===== config.mk =====
export PLATFORM = sky130hd
export DESIGN_NAME = gdoc_divider
export DESIGN_NICKNAME = d
export VERILOG_FILES = /design/src/gdoc_pkg.sv /design/src/gdoc_divider.sv
export SDC_FILE = /design/constraint.sdc
export NUM_CORES = 1
export LEC_CHECK = 0
export ABC_AREA = 1
export BUFFER_PORTS_ARGS = -buffer_cell sky130_fd_sc_hd__buf_2
export CAP_MARGIN = 5
export CORE_ASPECT_RATIO = 0.6
export CORE_MARGIN = 8
export CORE_UTILIZATION = 50
export DETAILED_ROUTE_END_ITERATION = 7
export MAX_ROUTING_LAYER = met4
export PLACE_DENSITY_LB_ADDON = 0.08
export SYNTH_ARGS = -nofsm -noshare
export SYNTH_HDL_FRONTEND = slang
export SYNTH_SLANG_ARGS = --single-unit

===== constraint.sdc =====
create_clock -name clk -period 2.6 [get_ports clk]
set_clock_uncertainty 0.05 [all_clocks]
set_input_delay 0.78 -clock clk [delete_from_list [all_inputs] [get_ports clk]]
set_output_delay 0.78 -clock clk [all_outputs]
set_load 0.005 [all_outputs]

===== src/gdoc_pkg.sv =====
// ----------------------------------------------------------------------------
// gdoc_pkg: shared types and constants of the grid disc occupancy check
// Holds register indexes, item opcodes, the obstacle level and the divider
// widths and status type.
// ----------------------------------------------------------------------------
package gdoc_pkg;

    // Configuration register indexes.
    typedef enum logic [2:0] {
        REG_GRID_WIDTH   = 3'd0,
        REG_GRID_HEIGHT  = 3'd1,
        REG_ORIGIN_X     = 3'd2,
        REG_ORIGIN_Y     = 3'd3,
        REG_ORIGIN_COS   = 3'd4,
        REG_ORIGIN_SIN   = 3'd5,
        REG_CELL_SIZE    = 3'd6,
        REG_CLEAR_RADIUS = 3'd7
    } cfg_reg_t;

    localparam logic OP_WRITE = 1'b0;
    localparam logic OP_QUERY = 1'b1;

    // A cell at or above this level is an obstacle.
    localparam logic signed [7:0] OBSTACLE_LEVEL = 8'sd99;

    // Iterative divider: dividend and divisor widths.
    localparam int DIV_NW = 35;
    localparam int DIV_DW = 31;

    typedef struct packed {
        logic busy;
        logic done;
    } div_stat_t;

endpackage


===== src/gdoc_divider.sv =====
// ----------------------------------------------------------------------------
// gdoc_divider: shared restoring divider
// Unsigned division, one quotient bit per cycle, a done pulse at the end.
// ----------------------------------------------------------------------------
module gdoc_divider
    import gdoc_pkg::*;
(
    input  logic              clk,
    input  logic              rst_n,
    input  logic              start,
    input  logic [DIV_NW-1:0] dividend,
    input  logic [DIV_DW-1:0] divisor,
    output logic [DIV_NW-1:0] quotient,
    output div_stat_t         stat
);

    localparam int CW = $clog2(DIV_NW + 1);

    logic [DIV_DW-1:0] rem_reg;
    logic [DIV_DW-1:0] rem_next;
    logic [DIV_NW-1:0] quot_reg;
    logic [DIV_DW-1:0] dvs_reg;
    logic [CW-1:0]     cnt_reg;
    logic              busy_reg;
    logic              done_reg;
    logic [DIV_DW:0]   shifted;
    logic              fits;

    always_comb
    begin
        shifted  = {rem_reg, quot_reg[DIV_NW-1]};
        fits     = shifted >= {1'b0, dvs_reg};
        rem_next = fits ? DIV_DW'(shifted - {1'b0, dvs_reg}) : shifted[DIV_DW-1:0];
    end

    always_ff @(posedge clk or negedge rst_n)
    begin
        if (!rst_n)
        begin
            busy_reg <= 1'b0;
            done_reg <= 1'b0;
            cnt_reg  <= '0;
        end
        else
        begin
            done_reg <= 1'b0;
            if (start)
            begin
                busy_reg <= 1'b1;
                cnt_reg  <= CW'(DIV_NW);
            end
            else if (busy_reg)
            begin
                cnt_reg <= cnt_reg - CW'(1);
                if (cnt_reg == CW'(1))
                begin
                    busy_reg <= 1'b0;
                    done_reg <= 1'b1;
                end
            end
        end
    end

    always_ff @(posedge clk)
    begin
        if (start)
        begin
            rem_reg  <= '0;
            quot_reg <= dividend;
            dvs_reg  <= divisor;
        end
        else if (busy_reg)
        begin
            rem_reg  <= rem_next;
            quot_reg <= {quot_reg[DIV_NW-2:0], fits};
        end
    end

    assign quotient  = quot_reg;
    assign stat.busy = busy_reg;
    assign stat.done = done_reg;

endmodule


Word level (Yosys, flattened, before mapping). Index checks and enable logic that the tools add are counted.

Word-level logic and storage cells: 22. Bits in writable memories: 0. Memories: 0. Output and inout port bits: 37. Latch bits: 0. Memory bits (read-only): 0. Flip-flop bits (word level): 105.

Mux-type cells: 11. Multiply operators: 0. Eq/ne operators: 1. Magnitude comparators: 1. Shifts and indexed selects: 0. Reductions and logical operators: 1. Divide/modulo/power cells: 0. Bitwise logic cells: 0. Add/subtract/negate cells: 2.

Operators with widths (count): $mux 35 (2); $ge 32x31->1 (1); $mux 31 (1); $sub 31x31->31 (1); $mux 6 (2); $eq 6x1->1 const B (1); $mux 1 (6); $sub 6x1->6 const B (1); $reduce_bool 2->1 (1).

Depth between registers and ports, before layout.
Depth after elaboration: 4. Mapped depth: 17.

Worst setup path before layout. OpenSTA, ideal clock, no wires.

Path type: input to register. Start: in start. End: reg quot_reg[0] (netlist: quotient[0]), enable pin. Data arrival time: 2090 ps. Required time: 2136 ps. Cell stages on the path: 3. Slack: 46 ps. Path through: nor2_1 -> inv_1 -> clkbuf_1.

Longest elaborated chain between the ends: 1.

RTL lines: start: declaration (line gdoc_divider.sv:10) `input logic start,`; $reduce_bool 2->1 (no source line); end signal: assignment (line gdoc_divider.sv:69) `quot_reg <= dividend;`; end signal: assignment (line gdoc_divider.sv:75) `quot_reg <= {quot_reg[DIV_NW-2:0], fits};`; end: declaration (line gdoc_divider.sv:21) `logic [DIV_NW-1:0] quot_reg;`.

Every way passes these cells. A chain may end at the register's enable or synchronous reset.

Final worst setup path.
Start: reg quot_reg[34] (netlist: quotient[34]). End: reg rem_reg[25].

Longest elaborated chain between the ends: 2. Elaborated cells on any way between the ends: 3. Those cells by class: add/sub: 1; order compare: 1; mux: 1.

RTL lines: $sub 31x31->31 / $ge 32x31->1 (equally long branches) (line gdoc_divider.sv:33, gdoc_divider.sv:32); $mux 31 (*) (line gdoc_divider.sv:33) `rem_next = fits ? DIV_DW'(shifted - {1'b0, dvs_reg}) : shifted[DIV_DW-1:0];`; end signal: assignment (line gdoc_divider.sv:74) `rem_reg <= rem_next;`; end: declaration (line gdoc_divider.sv:19) `logic [DIV_DW-1:0] rem_reg;`.

Every way passes the cells marked *; elsewhere a longest branch is shown, timed or not.

==> summary.md <==
| Metric | Value |
|---|---|
| Pin count of the biggest net entering global routing | 42 |
| Yosys warns | 0 |
| Routed wire length | roughly 19,000 µm |
| Clock Sinks | approximately 110 |
| Number of antenna violations at the first check in global routing | 0 |
| Simple-gate share of the synthesized area | 0.367 |
| Syn Area/Cell | between 7 and 8 µm² |
| Worst min path class | input port to async pin |
| Sequential share of the synthesized area | 0.400 |
| All-layer global routing usage | 0.207 |
| Seq pwr share | 0.290 |
| DRT Pass-1 Iters | 5 |
| First-iteration detailed-routing DRC count | 573 |
| I/O pin cnt | 106 |
| Count of port buffers added during placement | around 110 |
| Antenna cells | 0 |
| Syn Nets | around 1,100 |
| Crit path from | quotient[34] |
| CP arrival | between 2000 and 3000 ps |
| Setup TNS Final | 0 ps |
| Clock transition at path regs | 80 ps |
| Crit share post-route | 0.914 |
| Mux cell area share after synthesis | 0 |
| Routed Antenna Nets | 0 |
| Number of global-route vias before repair | 5,564 |
| Pwr/cell area | around 990 nW/µm² |
| Layout cells sized above 1 | 0.157 |
| Status | finished clean |
| Hpwl dp | 14,100 µm |
| RSZ-0062 raised after global routing | false |
| Area delta synth->final | 14.6% |
| Logic pwr share | 0.539 |
| Worst flop-to-flop path startpoint | quotient[34] |
| Leakage | about 4.4 nW |
| H-tree levels | 3 |
| Synth cell types | 40 |
| Sw frac | 0.459 |
| WS Path Type | register to register |
| Post-synth design cell area | about 7000 µm² |
| Fin. max-slew vios | 0 |
| First-pass GRT wire length | around 29,000 µm |
| Crit path time final | 2380 ps |
| Initial Utilization | 0.513 |
| Reported net switching power | 3.66 mW |
| Worst-Margin Slew | ~470 ps |
| Die Y-Extent | about 110 µm |
| Synth Area in XOR/XNOR | 0.0188 |
| RePlAce Congestion | slightly below 1 |
| Min Hold Slack | roughly 200 ps |
| Clock Path Buffers | 2 |
| CTS Root Cell | clkbuf_16 |
| Max Clk Rate | between 0.4 and 0.5 GHz |
| CTS tree | yes |
| Fin worst setup slack | ~220 ps |
| Critical path fanouts, max | 13 |
| MaxCap Viol Count | 0 |
| Wire per inst | approximately 15 µm |
| Seq. cell area | approximately 2800 µm² |
| Synth Register Bits | roughly 110 |
| Total global routing overflow | 0 |
| Rel. slew slack | 0.684 |
| # fillers | 1,306 |
| CTS hold repair buffers | 0 |
| Largest family of logic cells by synthesized area | simple AND/OR/NAND/NOR gates |
| NumNets Final | around 1,200 |
| Fin. Hold Viols | 0 |
| Synth Area in Adders | 0.0618 |
| Post-Synthesis Cells | 987 |
| Commonest non-fill, non-tap cell in the layout | nand2_1 |
| Die W | 169 µm |
| Core area | 13,700 µm² |
| Peak VDD IR | about 500 µV |
| CP required | around 2900 ps |
| Worst setup SP type | register |
| Via Count | between 6,000 and 7,000 |
| Clock Latency Late Sink | between 300 and 400 ps |
| Complex-gate fraction of the synthesized area | 0.0314 |
| Final setup vio count | 0 |
| Most frequent cells in the layout | nand2_1, inv_1, buf_2, nand3_1, edfxtp_1 |
| Overall die area | approximately 18,000 µm² |
| Pwr Total | ~8 mW |
| Via-to-Cell Ratio | 4.88 |
| Total CTS buffers | 9 |
| Drc violations | 0 |
| Clock Power Share | 0.170 |
| Multi-input gate area | approximately 3400 µm² |
| Max reg flops | 35 |
| Placement Setup Slack | between 150 and 200 ps |
| Internal power | 4.32 mW |
| Rows | 33 |
| CP endpoint kind | register |
-- cell usage after synthesis --
cell | number | share of area
dfxtp_1 | 31 | 0.089
a21oi_1 | 16 | 0.011
nor2_2 | 2 | 0.0018
or3b_2 | 1 | 0.0013
a22oi_1 | 1 | 0.0011
or2_0 | 1 | 0.00089
a31oi_1 | 1 | 0.00089
inv_2 | 3 | 0.0016
nand3_2 | 12 | 0.017
nor4_1 | 1 | 0.00089
a21oi_4 | 1 | 0.0023
clkinv_1 | 5 | 0.0027
nor3_1 | 5 | 0.0036
nand3b_1 | 16 | 0.017
xnor2_1 | 13 | 0.016
xor2_1 | 2 | 0.0025
nand2_8 | 1 | 0.0029
edfxtp_1 | 66 | 0.28
nor2_1 | 43 | 0.023
nor2_4 | 5 | 0.0080
o21bai_1 | 1 | 0.0011
clkbuf_1 | 12 | 0.0064
buf_6 | 5 | 0.0080
o21ai_1 | 11 | 0.0079
inv_1 | 173 | 0.093
fa_1 | 1 | 0.0029
buf_2 | 4 | 0.0029
nor2_8 | 1 | 0.0029
nand3_1 | 66 | 0.047
buf_4 | 2 | 0.0021
nand2_1 | 413 | 0.22
and2_1 | 4 | 0.0036
buf_8 | 2 | 0.0043
ha_1 | 33 | 0.059
nand2_4 | 1 | 0.0016
nand2_2 | 8 | 0.0071
a21oi_2 | 2 | 0.0025
dfrtp_1 | 8 | 0.029
o21ai_0 | 6 | 0.0043
nand4_1 | 8 | 0.0071
-- final timing paths --
check,depth (start not counted),slack [ps],end
worst max register to register,17,220,rem_reg[25]
worst min register to register,2,430,rem_reg[22]
max in group asynchronous,1,2140,cnt_reg[0]
worst max-delay path,17,220,rem_reg[25]
min in group clk,2,430,rem_reg[22]
worst min-delay path,1,200,done_reg
-- per-layer routing --
metal  up-vias  wire length [µm]  global-route usage
met3         9              1450              0.0392
met1      2803              9940               0.320
met4         0               106              0.0317
met5         -                 0                   -
met2       223              7200               0.273
li1       3245                 -                   -
-- through the flow --
step | instances | utilization | instance area, µm²
after floorplan | 987 | - | 7010
after detailed placement | 1270 | 0.563 | 7690
after global routing | 1288 | 0.587 | 8030
after global placement | 1270 | 0.563 | 7690
final | 1288 | 0.587 | 8030
after CTS | 1286 | 0.584 | 7980
-- power groups by stage --
stage | combinational [mW] | sequential, mW | clock, mW
floorplan | 3.23 | 2.30 | 0
global placement | 4.10 | 2.34 | 0
detailed placement | 4.11 | 2.35 | 0
CTS | 4.13 | 2.31 | 1.40
global route | 4.82 | 2.36 | 1.46
finish | 4.31 | 2.32 | 1.36
-- area by class of cell --
cell class | count | share of cell area
clock inverters | 6 | 0.00717
repair buffers | 116 | 0.0767
inverters | 181 | 0.0846
clock buffers | 10 | 0.0285
well taps | 192 | 0.0299
flip-flops and latches | 105 | 0.349
multi-input cells | 678 | 0.424
-- kinds of logic (layout without fill, tap and decap cells) --
logic type,after synthesis,count (layout)
XOR/XNOR,15,15
AO/OA/AOI/OAI,39,39
adder cells (fa/ha/maj),34,34
flip-flops,105,105
buffers and inverters,206,313
AND/OR/NAND/NOR,588,590
-- critical path, cell delays in order, from the launching register on --
cell and delay [ps]:
edfxtp_1 360, inv_1 60, ha_1 220, fa_2 380
inv_1 110, nand2_1 50, nand2_1 80, nand3_2 70
nand2_2 120, nand2_2 80, nand3_2 110, nand2_8 150
buf_4 220, nand3_1 70, nand2_1 50, inv_1 60
nand2_1 40, nand2_1 50
-- repair_timing --
| item | 4_1_cts | 5_1_grt |
|---|---|---|
| setup endpoints to repair | 0 | 21 |
| resized for setup | 0 | 5 |
| setup buffers | 0 | 0 |
Note: power is estimated with default switching activity, not from simulation.
